===== src/bphd_pkg.sv =====
// Package for the button press-and-hold detector.
// Holds default widths, reset values, command codes and register indexes.
// No dependencies.
`timescale 1ns / 1ps

package bphd_pkg;

    // default widths
    localparam int BUTTON_BITS_DEFAULT = 8;
    localparam int TIMER_BITS_DEFAULT  = 16;

    // threshold reset values, in ticks
    localparam int LONG_THRESHOLD_RESET      = 2000;
    localparam int VERY_LONG_THRESHOLD_RESET = 5000;

    // item commands
    localparam logic CMD_SAMPLE = 1'b0;
    localparam logic CMD_TICK   = 1'b1;

    // configuration register indexes
    localparam int CFG_INDEX_BITS = 2;
    typedef logic [CFG_INDEX_BITS-1:0] cfg_index_t;
    localparam cfg_index_t REG_BUTTON_MASK         = 2'd0;
    localparam cfg_index_t REG_LONG_THRESHOLD      = 2'd1;
    localparam cfg_index_t REG_VERY_LONG_THRESHOLD = 2'd2;

endpackage


===== src/button_press_and_hold_detector_unit.sv =====
// Top level of the button press-and-hold detector.
// Depends on bphd_pkg for defaults, command codes and register indexes.
`timescale 1ns / 1ps

// Usage:
// - input channel (in_valid / in_stall): each item is a port sample
//   (command = sample, port_value active low) or a one millisecond tick
// - output channel (out_valid / out_stall): one result item per input item,
//   carrying pressed bits, press and release edges and the long and very long
//   press pulses
// - configuration: cfg_we writes cfg_wdata to register cfg_index
//   (button mask, long threshold, very long threshold) while the block is idle
// - latency: the result of an item is valid in the cycle after it is accepted
// - throughput: one item per cycle unless stalled; each item takes one pass of
//   combinational logic into the state registers, which also hold the result
// - stall: while a result waits under out_stall, in_stall is high and the
//   result and state hold; an item is taken in the same cycle the waiting
//   result leaves
// - reset: all flags and the hold timer clear, the mask clears (no buttons)
//   and the thresholds return to 2000 and 5000 ticks

module button_press_and_hold_detector_unit
    import bphd_pkg::*;
#(
    parameter int BUTTON_BITS = BUTTON_BITS_DEFAULT,
    parameter int TIMER_BITS  = TIMER_BITS_DEFAULT,
    localparam int CFG_BITS   = (TIMER_BITS > BUTTON_BITS) ? TIMER_BITS : BUTTON_BITS
)
(
    input  logic                   clk,
    input  logic                   rst_n,

    input  logic                   in_valid,
    output logic                   in_stall,
    input  logic                   command,
    input  logic [BUTTON_BITS-1:0] port_value,

    output logic                   out_valid,
    input  logic                   out_stall,
    output logic [BUTTON_BITS-1:0] pressed,
    output logic [BUTTON_BITS-1:0] press_edges,
    output logic [BUTTON_BITS-1:0] release_edges,
    output logic [BUTTON_BITS-1:0] long_press,
    output logic [BUTTON_BITS-1:0] very_long_press,

    input  logic                   cfg_we,
    input  cfg_index_t             cfg_index,
    input  logic [CFG_BITS-1:0]    cfg_wdata
);

    localparam logic [TIMER_BITS-1:0] TimerMax = '1;

    // configuration registers
    logic [BUTTON_BITS-1:0] button_mask_reg;
    logic [TIMER_BITS-1:0]  long_threshold_reg;
    logic [TIMER_BITS-1:0]  very_long_threshold_reg;

    // detector state, also the result register
    logic [BUTTON_BITS-1:0] pressed_bits_reg,    pressed_bits_next;
    logic [TIMER_BITS-1:0]  hold_ticks_reg,      hold_ticks_next;
    logic [BUTTON_BITS-1:0] down_pulse_reg,      down_pulse_next;
    logic [BUTTON_BITS-1:0] up_pulse_reg,        up_pulse_next;
    logic [BUTTON_BITS-1:0] long_pulse_reg,      long_pulse_next;
    logic                   long_fired_reg,      long_fired_next;
    logic [BUTTON_BITS-1:0] very_long_pulse_reg, very_long_pulse_next;
    logic                   very_long_fired_reg, very_long_fired_next;
    logic                   out_valid_reg,       out_valid_next;

    logic                   in_accept;
    logic                   out_accept;
    logic [BUTTON_BITS-1:0] sample_bits;
    logic [BUTTON_BITS-1:0] sample_diff;

    // handshake
    assign in_stall   = out_valid_reg && out_stall;
    assign in_accept  = in_valid && !in_stall;
    assign out_accept = out_valid_reg && !out_stall;

    // configuration writes
    always_ff @(posedge clk or negedge rst_n)
    begin
        if (!rst_n)
        begin
            button_mask_reg         <= '0;
            long_threshold_reg      <= TIMER_BITS'(LONG_THRESHOLD_RESET);
            very_long_threshold_reg <= TIMER_BITS'(VERY_LONG_THRESHOLD_RESET);
        end
        else if (cfg_we)
        begin
            case (cfg_index)
                REG_BUTTON_MASK:
                    button_mask_reg <= cfg_wdata[BUTTON_BITS-1:0];
                REG_LONG_THRESHOLD:
                    long_threshold_reg <= cfg_wdata[TIMER_BITS-1:0];
                REG_VERY_LONG_THRESHOLD:
                    very_long_threshold_reg <= cfg_wdata[TIMER_BITS-1:0];
                default:
                    ;
            endcase
        end
    end

    // masked pressed bits and edges of a sample
    assign sample_bits = ~port_value & button_mask_reg;
    assign sample_diff = sample_bits ^ pressed_bits_reg;

    // next state for one item
    always_comb
    begin
        pressed_bits_next    = pressed_bits_reg;
        hold_ticks_next      = hold_ticks_reg;
        down_pulse_next      = down_pulse_reg;
        up_pulse_next        = up_pulse_reg;
        long_pulse_next      = long_pulse_reg;
        long_fired_next      = long_fired_reg;
        very_long_pulse_next = very_long_pulse_reg;
        very_long_fired_next = very_long_fired_reg;

        if (command == CMD_TICK)
        begin
            // saturating hold timer
            if (hold_ticks_reg != TimerMax)
                hold_ticks_next = hold_ticks_reg + 1'b1;
        end
        else
        begin
            pressed_bits_next = sample_bits;
            down_pulse_next   = sample_diff & sample_bits;
            up_pulse_next     = sample_diff & pressed_bits_reg;

            if (sample_bits == '0)
            begin
                // nothing held: clear timer and re-arm
                hold_ticks_next      = '0;
                long_pulse_next      = '0;
                long_fired_next      = 1'b0;
                very_long_pulse_next = '0;
                very_long_fired_next = 1'b0;
            end
            else if (hold_ticks_reg >= very_long_threshold_reg)
            begin
                // very long hold, fires once
                long_pulse_next = '0;
                if (!very_long_fired_reg)
                begin
                    very_long_fired_next = 1'b1;
                    very_long_pulse_next = sample_bits;
                end
                else
                begin
                    very_long_pulse_next = '0;
                end
            end
            else if (hold_ticks_reg >= long_threshold_reg)
            begin
                // long hold, fires once
                if (!long_fired_reg)
                begin
                    long_fired_next = 1'b1;
                    long_pulse_next = sample_bits;
                end
                else
                begin
                    long_pulse_next = '0;
                end
            end
            else
            begin
                // below long threshold: re-arm both
                long_pulse_next      = '0;
                long_fired_next      = 1'b0;
                very_long_pulse_next = '0;
                very_long_fired_next = 1'b0;
            end
        end
    end

    // result valid flag
    always_comb
    begin
        out_valid_next = out_valid_reg;
        if (in_accept)
            out_valid_next = 1'b1;
        else if (out_accept)
            out_valid_next = 1'b0;
    end

    // state and result registers
    always_ff @(posedge clk or negedge rst_n)
    begin
        if (!rst_n)
        begin
            pressed_bits_reg    <= '0;
            hold_ticks_reg      <= '0;
            down_pulse_reg      <= '0;
            up_pulse_reg        <= '0;
            long_pulse_reg      <= '0;
            long_fired_reg      <= 1'b0;
            very_long_pulse_reg <= '0;
            very_long_fired_reg <= 1'b0;
            out_valid_reg       <= 1'b0;
        end
        else
        begin
            out_valid_reg <= out_valid_next;
            if (in_accept)
            begin
                pressed_bits_reg    <= pressed_bits_next;
                hold_ticks_reg      <= hold_ticks_next;
                down_pulse_reg      <= down_pulse_next;
                up_pulse_reg        <= up_pulse_next;
                long_pulse_reg      <= long_pulse_next;
                long_fired_reg      <= long_fired_next;
                very_long_pulse_reg <= very_long_pulse_next;
                very_long_fired_reg <= very_long_fired_next;
            end
        end
    end

    // result item
    assign out_valid       = out_valid_reg;
    assign pressed         = pressed_bits_reg;
    assign press_edges     = down_pulse_reg;
    assign release_edges   = up_pulse_reg;
    assign long_press      = long_pulse_reg;
    assign very_long_press = very_long_pulse_reg;

endmodule


===== config.mk =====
export PLATFORM = sky130hd
export DESIGN_NAME = button_press_and_hold_detector_unit
export DESIGN_NICKNAME = d
export VERILOG_FILES = /design/src/bphd_pkg.sv /design/src/button_press_and_hold_detector_unit.sv
export SDC_FILE = /design/constraint.sdc
export NUM_CORES = 1
export LEC_CHECK = 0
export ABC_AREA = 1
export BUFFER_PORTS_ARGS = -buffer_cell sky130_fd_sc_hd__buf_4
export CORE_MARGIN = 8
export CORE_UTILIZATION = 60
export CTS_BUF_LIST = sky130_fd_sc_hd__clkbuf_8
export CTS_CLUSTER_SIZE = 40
export DETAILED_ROUTE_END_ITERATION = 10
export HOLD_SLACK_MARGIN = 0.02
export PLACE_DENSITY = 0.83
export SETUP_SLACK_MARGIN = 0.15
export SLEW_MARGIN = 15
export SYNTH_ARGS = -nofsm -noshare
export SYNTH_HDL_FRONTEND = slang
export SYNTH_SLANG_ARGS = --single-unit

===== constraint.sdc =====
create_clock -name clk -period 3.83 [get_ports clk]
set_input_delay 0.5745 -clock clk [delete_from_list [all_inputs] [get_ports clk]]
set_output_delay 0.5745 -clock clk [all_outputs]
set_load 0.005 [all_outputs]

==> results.json <==
{
  "tightest_slew_ns": 1.031,
  "cts_setup_buffers": 0,
  "post_cts_resized": 0,
  "syn_nets": 686,
  "yosys.area.top_type": "dfrtp_1",
  "path_clk_slew_ns": 0.11,
  "setup-violations-final": 0,
  "fp.dieArea_um2": 11770,
  "num_rows": 33,
  "cts_tree": "done",
  "ys_top_cells_by_area": "dfrtp_1 (43%), nand2_1 (14%), ha_1 (8.0%), inv_1 (6.4%), dfstp_2 (5.6%)",
  "grt_overflow": 0,
  "io_buffers": 73,
  "postRouteAntennaNets": 0,
  "synth_edf_count": 0,
  "power.density_nw_per_um2": 452.4,
  "synth_area_per_cell_um2": 8.265,
  "worstSkewPairLatency_ns": 0.38,
  "pin_count": 74,
  "area_delta_synth_final_pct": 16.11,
  "ys_ff_latch": 99,
  "drive_above_1_share_pct": 17.84,
  "die_h_um": 108.5,
  "yosysMostFrequentCell": "nand2_1",
  "grt_pass1_vias": 4196,
  "synthDistinctLibCells": 30,
  "required_ns": 4.10,
  "rr_worst_depth": 10,
  "startpoint_type": "flip-flop",
  "syn_area_um2": 5132,
  "grt_pass1_wl_um": 19950,
  "start_util_pct": 62.15,
  "cts_root_buffer": "clkbuf_8",
  "regArea_um2": 2491,
  "max_freq_ghz": 0.4584,
  "hold_buffers": 0,
  "crit_arrival_ns": 2.45,
  "drt_iter0_drc": 233,
  "drt_wl_total_um": 11810,
  "core_area_um2": 8258,
  "fin_crit_sh_pct": 56.95,
  "grt_usage_pct": 21.20,
  "numCtsBuffers": 9,
  "critPathCaptureType": "flip-flop",
  "grt_max_degree": 94,
  "maxSlewHeadroom_pct": 31.10,
  "yosysSeqAreaShare_pct": 48.54,
  "synth_top_area_share_pct": 42.91,
  "antenna_found_initial": 0,
  "period_needed_ns": 2.181,
  "synthTopCellsByCount": "nand2_1 (195), dfrtp_1 (88), inv_1 (87)",
  "firstDrtPassIters": 5,
  "wl_per_cell_um": 14.76,
  "via_per_inst": 5.376,
  "dp_hpwl_um": 8683,
  "path_max_fanout": 9,
  "crit_type": "reg -> reg",
  "status": "finished, final reports clean",
  "synthCells": 621,
  "cap_violations": 0,
  "fin_skew_ns": 0.01179,
  "synthArstFlopShare_pct": 100.0,
  "clock_sinks": 99,
  "final_nets": 755,
  "rsz0062_at_grt": "false",
  "setup_ws_ns": 1.649,
  "n_fill_cell": 661,
  "ys_warn_count": 0,
  "drc": 0,
  "hold_viol": 0,
  "p_leak_nw": 3.165,
  "place_congestion": 0.8808,
  "multi_input_area_um2": 2207,
  "vias": 4301,
  "tns_ns": 0,
  "maxSlewViolCount": 0,
  "htree_levels": 3,
  "peakVddDrop_uv": 259.7,
  "hold_class": "in -> async",
  "die_x_um": 108.5,
  "hold_ws_ns": 0.2545,
  "antenna_cells": 0,
  "clockBufferDepth": 2,
  "pre_cts_slack_ns": 1.562,
  "ys.flop_type": "dfrtp_1"
}
==> worst max-delay path: stages, from the launching register on <==
cell	delay, ns
dfstp_2	0.54
inv_1	0.04
ha_1	0.30
a21o_1	0.19
nor2_1	0.13
nand2_1	0.07
nand2_1	0.05
nand3_1	0.11
nor2_1	0.18
nand2_2	0.20
o21ai_0	0.27
==> layout by cell type, fill, tap and decap left out, drive strengths merged <==
cell type | synthesis | routed
a21o | 1 | 1
a21oi | 15 | 15
and3 | 1 | 1
buf | 8 | 74
bufinv | 0 | 2
clkbuf | 8 | 9
clkinvlp | 0 | 2
dfrtp | 88 | 88
dfstp | 11 | 11
ha | 33 | 33
inv | 92 | 95
nand2 | 198 | 198
nand3 | 26 | 26
nand3b | 2 | 2
nand4 | 7 | 7
nor2 | 38 | 38
nor3 | 5 | 5
nor4 | 2 | 2
o21ai | 64 | 64
o31ai | 10 | 10
xnor2 | 1 | 1
xor2 | 11 | 11
==> through the flow <==
stage               instances  power [mW]  utilization, %  area (um^2)
floorplan                 621       1.691               -         5132
global placement          784       1.904           69.39         5731
detailed placement        784       1.944           69.39         5731
CTS                       800       2.703           72.12         5956
global route              800       2.849           72.17         5959
finish                    800       2.696           72.17         5959
==> final cells by class <==
cell class | instances | share of cell area, %
Clock buffer | 9 | 2.079
Clock inverter | 7 | 1.701
Inverter | 92 | 5.795
Multi-Input combinational cell | 414 | 37.04
Sequential cell | 99 | 41.80
Tap cell | 105 | 2.204
Timing Repair Buffer | 74 | 9.385
==> worst paths after layout <==
path / from / to / slack, ns
setup / recovery: very_long_threshold_reg[7] / long_press[1] / 1.65
hold / removal: rst_n / release_edges[7] / 0.25
setup reg to reg: very_long_threshold_reg[7] / long_press[1] / 1.65
hold reg to reg: very_long_press[2] / very_long_press[2] / 0.48
max in group asynchronous: rst_n / long_press[1] / 2.94
min in group clk: in_valid / out_valid / 0.41
==> report_power, final <==
| group | internal, mW | switching, mW | total [mW] |
|---|---|---|---|
| Sequential | 1.20 | 0.121 | 1.32 |
| Combinational | 0.253 | 0.358 | 0.611 |
| Clock | 0.375 | 0.390 | 0.765 |
| Total | 1.83 | 0.870 | 2.70 |
==> cell families (layout without fill, tap and decap cells) <==
logic type | after synthesis | after routing | share of synthesized area (%)
AND/OR/NAND/NOR | 279 | 279 | 23.60
flip-flops | 99 | 99 | 48.54
XOR/XNOR | 12 | 12 | 2.048
buffers and inverters | 108 | 182 | 8.459
adder cells (fa/ha/maj) | 33 | 33 | 8.045
AO/OA/AOI/OAI | 90 | 90 | 9.312
==> routing by layer <==
layer  track usage [%]  wire length [um]  vias to the layer above
met5                 0                 0                        -
met4             8.309               233                        0
met3             4.581               854                       26
met2             33.74              5558                      132
met1             27.69              5160                     2039
li1                  -                 -                     2104
No activity file was read; power rests on OpenSTA's default activity.
